File: src/rtl/core/sil_pkg.sv
// Shared types and constants for the subtitle interval lookup block.
// Used by sil_ctrl, sil_datapath and subtitle_interval_lookup.
`default_nettype none

package sil_pkg;

  localparam int CNT_W   = 11;
  localparam int IDX_W   = 10;
  localparam int FRAME_W = 32;

  localparam logic MODE_LOAD  = 1'b0;
  localparam logic MODE_QUERY = 1'b1;

  typedef struct packed {
    logic               mode;
    logic [IDX_W-1:0]   entry_index;
    logic [FRAME_W-1:0] start_frame;
    logic [FRAME_W-1:0] end_frame;
    logic [FRAME_W-1:0] query_frame;
  } in_word_t;

  typedef struct packed {
    logic [CNT_W-1:0] subtitle_index;
    logic             found;
  } out_word_t;

  // controller to datapath
  typedef struct packed {
    logic start;     // latch query frame, set up search bounds
    logic write;     // store one table entry
    logic rd_mid;    // read entry at midpoint
    logic rd_end;    // read entry at lo - 1
    logic step;      // narrow the search bounds
    logic out_load;  // capture result word
    logic out_hit;   // result is a hit
  } cmd_t;

  // datapath to controller
  typedef struct packed {
    logic lo_lt_hi;
    logic lo_zero;
    logic start_gt;
    logic covered;
  } status_t;

endpackage

`default_nettype wire

File: src/rtl/core/sil_ctrl.sv
// Controller: state machine sequencing loads, the binary search and the end check.
// Depends on sil_pkg; commands sil_datapath through cmd_t.
`default_nettype none

module sil_ctrl import sil_pkg::*; (
  input  wire logic    clk,
  input  wire logic    rst,
  input  wire logic    in_valid,
  input  wire logic    in_mode,
  output logic         in_stall,
  input  wire logic    out_stall,
  output logic         out_valid,
  input  wire status_t st,
  output cmd_t         cmd
);

  typedef enum logic [1:0] {
    S_IDLE,
    S_SEARCH,
    S_CMP,
    S_CHK
  } state_t;

  state_t state;
  state_t state_next;
  logic   out_free;

  assign in_stall = (state != S_IDLE);
  assign out_free = !out_valid || !out_stall;

  always_comb begin
    cmd        = '0;
    state_next = state;
    unique case (state)
      S_IDLE: begin
        if (in_valid) begin
          if (in_mode == MODE_LOAD) begin
            cmd.write = 1'b1;
          end else begin
            cmd.start  = 1'b1;
            state_next = S_SEARCH;
          end
        end
      end
      S_SEARCH: begin
        if (st.lo_lt_hi) begin
          cmd.rd_mid = 1'b1;
          state_next = S_CMP;
        end else if (st.lo_zero) begin
          // nothing at or below the frame
          if (out_free) begin
            cmd.out_load = 1'b1;
            state_next   = S_IDLE;
          end
        end else begin
          cmd.rd_end = 1'b1;
          state_next = S_CHK;
        end
      end
      S_CMP: begin
        cmd.step   = 1'b1;
        state_next = S_SEARCH;
      end
      S_CHK: begin
        if (out_free) begin
          cmd.out_load = 1'b1;
          cmd.out_hit  = st.covered;
          state_next   = S_IDLE;
        end
      end
      default: state_next = S_IDLE;
    endcase
  end

  always_ff @(posedge clk) begin
    if (rst) begin
      state     <= S_IDLE;
      out_valid <= 1'b0;
    end else begin
      state     <= state_next;
      out_valid <= cmd.out_load || (out_valid && out_stall);
    end
  end

  a_no_overwrite: assert property (@(posedge clk) disable iff (rst)
    cmd.out_load |-> (!out_valid || !out_stall))
    else $error("result overwritten while pending");

  a_cmp_after_read: assert property (@(posedge clk) disable iff (rst)
    (state == S_CMP) |-> $past(state == S_SEARCH && st.lo_lt_hi))
    else $error("compare without a midpoint read");

  a_end_read_lo: assert property (@(posedge clk) disable iff (rst)
    cmd.rd_end |-> !st.lo_zero)
    else $error("end check read below entry zero");

  a_result_source: assert property (@(posedge clk) disable iff (rst)
    $rose(out_valid) |-> $past(state == S_SEARCH || state == S_CHK))
    else $error("result raised outside search end");

endmodule

`default_nettype wire

File: config.mk
export PLATFORM = sky130hd
export DESIGN_NAME = sil_ctrl
export DESIGN_NICKNAME = d
export VERILOG_FILES = /design/src/rtl/core/sil_pkg.sv /design/src/rtl/core/sil_ctrl.sv
export SDC_FILE = /design/constraint.sdc
export NUM_CORES = 1
export LEC_CHECK = 0
export BUFFER_PORTS_ARGS = -buffer_cell sky130_fd_sc_hd__buf_4
export CORE_AREA = 3 3 40 42
export DETAILED_ROUTE_END_ITERATION = 10
export DIE_AREA = 0 0 43 45
export PLACE_DENSITY = 0.39
export SETUP_SLACK_MARGIN = 0.4
export SYNTH_ARGS = -nofsm -noshare
export SYNTH_HDL_FRONTEND = slang
export SYNTH_SLANG_ARGS = --single-unit
export TNS_END_PERCENT = 50
File: constraint.sdc
create_clock -name clk -period 1.02 [get_ports clk]
set_clock_uncertainty 0.05 [all_clocks]
set_input_delay 0.051 -clock clk [delete_from_list [all_inputs] [get_ports clk]]
set_output_delay 0.051 -clock clk [all_outputs]
set_load 0.03 [all_outputs]
## Yosys cells after proc, flatten, opt, wreduce, memory -nomap -nowiden

Index checks and enable logic that the tools add are counted.

| word-level totals | value |
|---|---|
| flip-flop bits (word level) | 3 |
| bits of input ports | 9 |
| output and inout bits | 9 |
| word-level logic and storage cells | 36 |

| operators by class | value |
|---|---|
| eq/ne operators | 5 |
| muxes and demuxes | 21 |
| reduce and logical (&&, ||, !) cells | 8 |

Operators with widths:

| kind | number |
|---|---|
| two-way mux 2 bit | 9 |
| two-way mux 1 bit | 10 |
| case mux 2 bit (4 select lines) | 1 |
| equality test 2 bit (second input constant) | 2 |
| != test 2 bit (second input constant) | 2 |
| equality test 2 x 1 -> 1 bit (second input constant) | 1 |
| zero test 1 bit | 2 |
| zero test 2 bit | 1 |
| logical OR 1 bit | 2 |
| case mux 1 bit (2 select lines) | 1 |
| AND reduction 2 bit | 1 |
| nonzero test 2 bit | 1 |
| logical AND 1 bit | 1 |

## Logic depth before layout (Yosys ltp)

Gate-level depths: netlist (run 1).

| depth | value |
|---|---|
| depth in word-level cells | 7 |
| gate-level depth with buffers | 4 |
| depth with buffers taken out | 3 |

## Least setup slack after synthesis (run 1)

OpenSTA, ideal clock, no wires.

| timing path | value |
|---|---|
| path kind | reg-to-output |
| from | register state[1] |
| to | output cmd[3] (netlist name) |
| data arrival time | 1.529 ns |
| data required time | 0.919 ns |
| setup slack | -0.610 ns |
| cell stages (with the launch flop) | 3 |
| path buffers | 1 |
| cells stage by stage | dfxtp_1 > buf_2 > nor4b_1 |

RTL lines:

| element | line | text |
|---|---|---|
| start: declaration | sil_ctrl.sv:24 | `state_t state;` |
| start signal: assignment | sil_ctrl.sv:80 | `state <= state_next;` |
| end: declaration | sil_ctrl.sv:14 | `output cmd_t cmd` |

==> results by stage, run 1 <==
Outcome:
- The run finished, with violations left.
- The final reports fail on negative hold slack, negative setup slack.

STA:
- In the post-route analysis, the smallest setup slack over all paths is -0.186 ns.
- The upper clock frequency limit is 829 MHz.
- The smallest hold slack is -0.0785 ns.
- For the pin with the worst max-slew slack, the measured transition is a little over 0.2 ns.
- The final critical path takes up 118% of the cycle.
- The accumulated negative setup slack is -1.01 ns.
- The count of endpoints failing setup in the final report is 8.
- Setup repair after global routing could not meet its margin everywhere.
- The post-layout minimum cycle time is 1.21 ns.
- In this run the tightest slew margin relative to its limit is between 80% and 90%.
- The final max-slew violation count is 0.
- The final hold violation count is 1.

Synth:
- Yosys attributes the largest share of cell area to sky130_fd_sc_hd__dfxtp_1 (27%), sky130_fd_sc_hd__a21boi_4 (8.6%), sky130_fd_sc_hd__a21oi_1 (6.9%).
- The largest area contributor in the netlist is sky130_fd_sc_hd__dfxtp_1.
- Synthesis produced a netlist with a net count of 36.
- The count of distinct cell types in the synthesized netlist is 18.
- The per-instance average area after synthesis is 8.11 um2.
- The Yosys step of the flow raised 0 warnings.
- The post-synthesis sequential area ratio is a little over a quarter.
- After synthesis, the largest area contributor takes up between 20 and 30% of total cell area.
- The total of flip-flops plus latches after synthesis is 3.
- The synthesized netlist cell count is 27.
- The mapped netlist covers roughly 220 um2.

GRT:
- The initial antenna violation count is 0.
- For this run, the total global-route usage over all layers was measured as 7.81%.
- The first-pass GRT wire length is 1170 um.
- Entering global routing, the biggest net connects 11 pins.
- The number of global-route vias before repair came to ~280.
- Global routing finished with a remaining overflow of 0.

Setup path:
- The worst-path maximum fanout is 7.
- The worst setup path is of the flip-flop to output pin kind.
- The critical path's largest stage delay is 0.37 ns.
- The kind of end point of the critical path is an output pin.
- The slowest stage of the critical path belongs to the cell sky130_fd_sc_hd__dfxtp_4.
- The arrival time at the worst endpoint is 1.11 ns.
- The required time of the critical path is around 0.92 ns.
- Across all register-to-register paths, the minimum setup slack is 0.02 ns.
- STA classifies the critical path startpoint as a flip-flop.
- The signal on the critical path passes through a21boi_4, and3_4, buf_6.
- The cell family contributing the most delay on the critical path is flip-flops.
- Counting both buffers and inverters, the worst setup path holds a total of 1.

Detailed routing:
- The ratio of routed vias to standard cells is roughly 4.2.
- After detailed routing, the number of remaining DRC violations is 0.
- The number of antenna-violating nets in the routed design is 0.
- The first TritonRoute pass finished after 2 iterations.
- Summing over every cut layer, the via total after detailed routing is roughly 270.
- The routed length per placed instance is 9.98 um.
- The final layout contains routed wiring with a total length of ~640 um.
- The number of DRC violations after detailed-routing iteration 0 is 1.

Placement:
- Once detailed placement completed, the half-perimeter wirelength came to 522 um.
- The global placer's final weighted congestion is 0.619.
- The worst-case setup slack after placement is -0.0501 ns.
- The number of I/O port buffers is 16.
- The instance count after placement with tap cells included is roughly 60.
- The cell area after placement is 409 um2.

Clocking:
- The CTS tree is done.
- The number of buffers created by CTS is 3.
- Clock latency on the worst-skew pair, taken at its later pin, is 0.23 ns.
- The clock root buffer is sky130_fd_sc_hd__clkbuf_4.
- The depth of the CTS H-tree is 1.
- The clock transition at the registers of the reported paths is roughly 0.04 ns.
- CTS saw 3 sinks.
- The maximum buffer depth of the clock tree is 2.

Die:
- The core area is about 1300 um2.
- 18 I/O pins were placed.
- The row count is 13.
- The overall die width is 43 um.
- The starting utilization of the core area is about 17%.
- The die covers roughly 1900 um2.
- Measured along the y axis, the die boundary spans 45 um.

Finish:
- The number of antenna diodes in the final layout is 0.
- The final layout contains 59 nets.
- The share of layout cells above drive strength 1 is 75.5%.
- In the final layout, the multi-input gates occupy 183 um2.
- Once layout is complete, the utilization of the core stands at 36.7%.
- Relative to the synthesized area, the layout overhead comes to 115%.
- In the final layout, flip-flops and latches occupy between 70 and 80 um2.
- The final non-filler cell area is roughly 470 um2.
- After filler insertion, the fill cell instance count of the layout stands at 152.
- Once layout is complete, the cells apart from fillers number 64.

Job:
- Across the run, the number of max-cap violations was 0.

Pwr:
- The total chip power is around 0.53 mW.
- The power density relative to cell area is 1130 nW/um2.
- The leakage dissipation is ~0.23 nW.
- The maximum vdd ir drop is 0.299 mV.

Worst hold path:
- The tightest min-delay check is of the input port to flip-flop type.
==> cells in the final DEF (no fill, tap or decap), types with 2 or more instances in the layout <==
master	Yosys	routed
sky130_fd_sc_hd__inv_1	2	2
sky130_fd_sc_hd__buf_6	0	6
sky130_fd_sc_hd__nand2_1	2	2
sky130_fd_sc_hd__a21oi_1	3	3
sky130_fd_sc_hd__buf_4	0	13
sky130_fd_sc_hd__and3_4	0	2
sky130_fd_sc_hd__dfxtp_4	0	3
sky130_fd_sc_hd__o21ai_0	2	2
sky130_fd_sc_hd__clkbuf_4	0	3
==> cell usage after synthesis <==
cell and count:
sky130_fd_sc_hd__nor4b_1 1, sky130_fd_sc_hd__and2b_2 1, sky130_fd_sc_hd__dfxtp_1 3, sky130_fd_sc_hd__and3_1 2
sky130_fd_sc_hd__o21ai_0 2, sky130_fd_sc_hd__o211a_1 1, sky130_fd_sc_hd__o21a_1 1, sky130_fd_sc_hd__nor2b_2 1
sky130_fd_sc_hd__and3b_2 1, sky130_fd_sc_hd__buf_2 1, sky130_fd_sc_hd__inv_1 2, sky130_fd_sc_hd__a21boi_4 1
sky130_fd_sc_hd__nand3_1 1, sky130_fd_sc_hd__nor2_1 2, sky130_fd_sc_hd__nand2_1 2, sky130_fd_sc_hd__o21ai_2 1
sky130_fd_sc_hd__and3_2 1, sky130_fd_sc_hd__a21oi_1 3
==> metal layers <==
layer | track usage (%) | vias to the layer above | wire length (um)
met5 | 0 | - | 0
met4 | 3.61 | 0 | 0
met3 | 1.59 | 0 | 43
met2 | 13.8 | 9 | 361
met1 | 9.11 | 122 | 234
li1 | - | 140 | -
==> state kept, by name (all words and copies together), names as in the netlist <==
register and cells:
state 2, out_valid 1
==> layout make-up <==
class,instances,share of cell area [%]
Multi-Input combinational cell,21,38.7
Inverter,2,1.59
Tap cell,15,3.98
Sequential cell,3,15.1
Clock buffer,4,5.57
Timing Repair Buffer,19,35.0
==> what timing repair did <==
action / CTS / global route
resized for setup: 9 / 0
endpoints found under the setup margin: 12 / 12
setup buffers: 1 / 0
pin swaps: 1 / 1
endpoints found under the hold margin: 1 / 1
==> final timing paths <==
path                              start               endpoint  cells after the start
hold / removal                      rst   out_valid$_SDFF_PP0_                      2
hold reg to reg    out_valid$_SDFF_PP0_   out_valid$_SDFF_PP0_                      2
setup / recovery  state[0]$_SDFFE_PP0P_                 cmd[0]                      3
setup reg to reg  state[0]$_SDFFE_PP0P_  state[0]$_SDFFE_PP0P_                      4
==> report_power, final <==
part / switching [mW] / internal, mW / total (mW)
clock network: 0.0568 / 0.146 / 0.203
logic: 0.0929 / 0.0984 / 0.191
registers: 0.0157 / 0.124 / 0.139
total: 0.165 / 0.368 / 0.534
==> worst register-to-register path, delay by kind of cell, from the launching register on <==
kind                   cells  cell delay, ns
DFF                        1            0.37
AOI/OAI and AO/OA          3            0.34
buffers and inverters      1            0.13
==> cells by family (layout without fill, tap and decap cells) <==
group	Yosys count	after routing	share of synthesized area [%]
AOI/OAI and AO/OA	9	9	32.0
buffers and inverters	3	25	5.71
DFF	3	3	27.4
and+or+nand+nor	12	12	34.9
Note: power is estimated with default switching activity, not from simulation.
==> run 2: changes to the inputs <==
==> constraint.sdc (replaced) <==
create_clock -name clk -period 1.5 [get_ports clk]
set_clock_uncertainty 0.05 [all_clocks]
set_input_delay 0.075 -clock clk [delete_from_list [all_inputs] [get_ports clk]]
set_output_delay 0.075 -clock clk [all_outputs]
set_load 0.03 [all_outputs]
==> results by stage, run 2 (synthesized netlist as in run 1, its figures left out) <==
GRT:
- The maximum number of pins on one net before global-route repair was 12 (+1).
- The global-route usage over all layers is 8.80% (+0.99 points).
- The first-pass GRT wire length is 1260 um (+7.6%).
- The overall overflow remaining after global route was 0 (unchanged).
- The number of global-route vias before repair came to 305 (+9.7%).
- The initial antenna violation count is 0 (unchanged).

Finish:
- The area overhead of the layout relative to synthesis is 102%.
- The area of combinational cells with multiple inputs is 169 um2 (-7.5%).
- The number of fill cells in the layout is 140 (-7.9%).
- The top cell types in the final layout, fill and taps aside, are sky130_fd_sc_hd__buf_4 (16), sky130_fd_sc_hd__a21oi_1 (3), sky130_fd_sc_hd__clkbuf_4 (3).
- The largest registers in the layout are state: 2 flops, out_valid: 1 flops.
- The most common cell after layout, fill and taps aside is sky130_fd_sc_hd__buf_4.
- The register with the most flip-flops is state.
- The number of non-filler instances in the completed layout came to 64 (unchanged).
- The share of layout cells above drive strength 1 is 65.3% (-10 points).
- The count of antenna diodes in the layout is 0 (unchanged).
- The final layout net count was 59 (unchanged).
- The flip-flop count of the largest register, all copies and words added is 2 (unchanged).
- The combined flip-flop and latch cell area was 67.6 um2 (-5.3%).

Setup path:
- The kind of end point of the critical path is an output pin.
- The worst reg-to-reg setup slack is 0.49 ns (+0.47 ns).
- The worst reg2reg path depth was 4 (unchanged).
- The worst reg2reg path endpoint is state[0]$_SDFFE_PP0P_.
- The sum of buffers and inverters on the critical path is 1 (unchanged).
- The category of cells accounting for the largest share of critical-path delay is flip-flops.
- The required time of the critical path is 1.37 ns (+0.45 ns).
- The worst-path maximum fanout was 6 (-1).
- Traced cell by cell, the critical path runs through a21boi_4, and3_4, buf_6.
- The worst setup path is of the flip-flop to output pin kind.
- The slowest stage cell on the critical path is sky130_fd_sc_hd__dfxtp_4.
- The critical path's largest stage delay was 0.37 ns (about the same).
- In this run the critical register-to-register path is launched from state[0]$_SDFFE_PP0P_.
- The worst setup path is launched from a flip-flop.
- The arrival time at the worst endpoint is 1.12 ns (about the same).

STA:
- The accumulated negative setup slack is 0 ns (+1.01 ns).
- The setup slack of the critical path after layout is 0.251 ns (+0.437 ns).
- The final hold violation count came to 0 (-1).
- The upper clock frequency limit is ~800 MHz.
- The count of endpoints failing setup in the final report is 0 (-8).
- The transition time of the tightest slew-check pin is 0.183 ns (-0.0206 ns).
- The post-layout minimum cycle time is 1.25 ns.
- The fraction of the cycle the final worst path needs is 83.3%.
- Setup repair after global routing could not meet its margin everywhere.
- The relative slew slack is 87.8% (+1.4 points).
- The final max-slew violation count is 0 (unchanged).

Pwr:
- The leakage dissipation came to 0.220 nW (-2.4%).
- The power density relative to cell area is 821 nW/um2 (-27%).
- The maximum vdd ir drop came to 0.185 mV (-38%).

Clocking:
- The clock latency of the later-clocked register in the worst-skew pair is 0.24 ns (about the same).
- The clock sink total came to 3 (unchanged).
- The depth of the CTS H-tree is 1 (unchanged).
- The CTS tree is done.
- The maximum buffer depth of the clock tree was 2 (unchanged).
- CTS placed an instance of sky130_fd_sc_hd__clkbuf_4 at the clock tree root.
- The number of buffers created by CTS is 3 (unchanged).
- The clock transition at the registers of the reported paths is 0.04 ns (about the same).

Detailed routing:
- The number of DRC violations after detailed-routing iteration 0 came to 0 (-1).
- The number of antenna-violating nets in the routed design is 0 (unchanged).
- The number of detailed-route iterations in the first pass is 1 (-1).
- The final routed wirelength across all metal layers came to 699 um (+9.4%).
- The residual DRC count came to 0 (unchanged).
- The routed length per placed instance is 10.9 um (+9.4%).
- The ratio of routed vias to standard cells was 4.22 (-0.37%).
- The overall via count from detail_route is 270 (-0.37%).

Placement:
- The global placer's final weighted congestion is 0.673 (+8.7%).
- The worst-case setup slack after placement is 0.329 ns (+0.379 ns).
- The HPWL after detailed placement is 507 um (-2.9%).
- The instance count after placement with tap cells included is 57 (-3.4%).
- The number of I/O port buffers is 16 (unchanged).

Die:
- The row count is 13 (unchanged).
- The starting utilization of the core area is 17.0% (unchanged).
- The core area came to 1280 um2 (unchanged).
- The die outline area was 1940 um2 (unchanged).
- The overall die width is 43 um (unchanged).
- The vertical extent of the die came to 45 um (unchanged).
- The number of top-level design ports was 18 (unchanged).

Worst hold path:
- The number of stages on the worst hold path is 3 (+1).
- The worst hold path belongs to the class input port to flip-flop.
- The startpoint identified for the worst hold timing path is out_stall.
- The endpoint of the worst hold-timing path is out_valid$_SDFF_PP0_.

Outcome:
- The run finished with clean final reports.

Job:
- The max-cap check violation count is 0 (unchanged).
-- run 2: layer usage --
layer / wire length (um) / share of wire, % / vias up / GRT usage [%]
li1: - / - / 139 / -
met1: 294 / 42 / 121 / 8.61
met2: 356 / 51 / 10 / 15.6
met3: 48 / 6.9 / 0 / 3.59
met4: 0 / 0 / 0 / 5.42
met5: 0 / 0 / - / 0
-- run 2: area by class of cell --
cell class	count	area share [%]
Tap cell	15	4.25
Multi-Input combinational cell	21	38.2
Timing Repair Buffer	19	34.6
Sequential cell	3	15.3
Inverter	2	1.70
Clock buffer	4	5.95
-- run 2: timing repair --
item,CTS,global route
buffers inserted,1,1
hold buffers,1,0
cloned,0,0
resized for setup,7,1
setup endpoints to repair,8,8
endpoints found under the hold margin,1,0
-- run 2: worst max path at each step --
stage | from | endpoint | slack [ns] | cells after the start
floorplan | state[1]$_SDFFE_PP0P_ | cmd[5] | 0.32 | 4
global placement | state[1]$_SDFFE_PP0P_ | cmd[6] | 0.36 | 3
detailed placement | state[1]$_SDFFE_PP0P_ | cmd[6] | 0.33 | 3
CTS | state[0]$_SDFFE_PP0P_ | cmd[0] | 0.23 | 3
global route | state[0]$_SDFFE_PP0P_ | cmd[0] | 0.20 | 3
finish | state[0]$_SDFFE_PP0P_ | cmd[0] | 0.25 | 3
-- run 2: through the flow --
step / util [%] / instance area (um2) / power (mW) / hold WS [ns]
finish: 34.4 / 442 / 0.363 / 0.0772
global route: 34.4 / 442 / 0.394 / 0.0848
CTS: 33.6 / 432 / 0.366 / 0.0643
detailed placement: 28.6 / 368 / 0.207 / 0.195
global placement: 28.6 / 368 / 0.205 / 0.194
floorplan: - / 234 / 0.159 / 0.0941
-- run 2: worst reg2reg max path: stages (launching register included) --
cell	delay, ns
sky130_fd_sc_hd__dfxtp_4	0.37
sky130_fd_sc_hd__a21boi_4	0.20
sky130_fd_sc_hd__buf_4	0.13
sky130_fd_sc_hd__o21ai_2	0.04
sky130_fd_sc_hd__o211a_1	0.11
-- run 2: power breakdown --
part	leakage, nW	total, mW	internal [mW]	switching, mW
logic	0.179	0.121	0.0612	0.0603
registers	0.0259	0.0960	0.0850	0.0110
clock network	0.0150	0.145	0.0999	0.0452
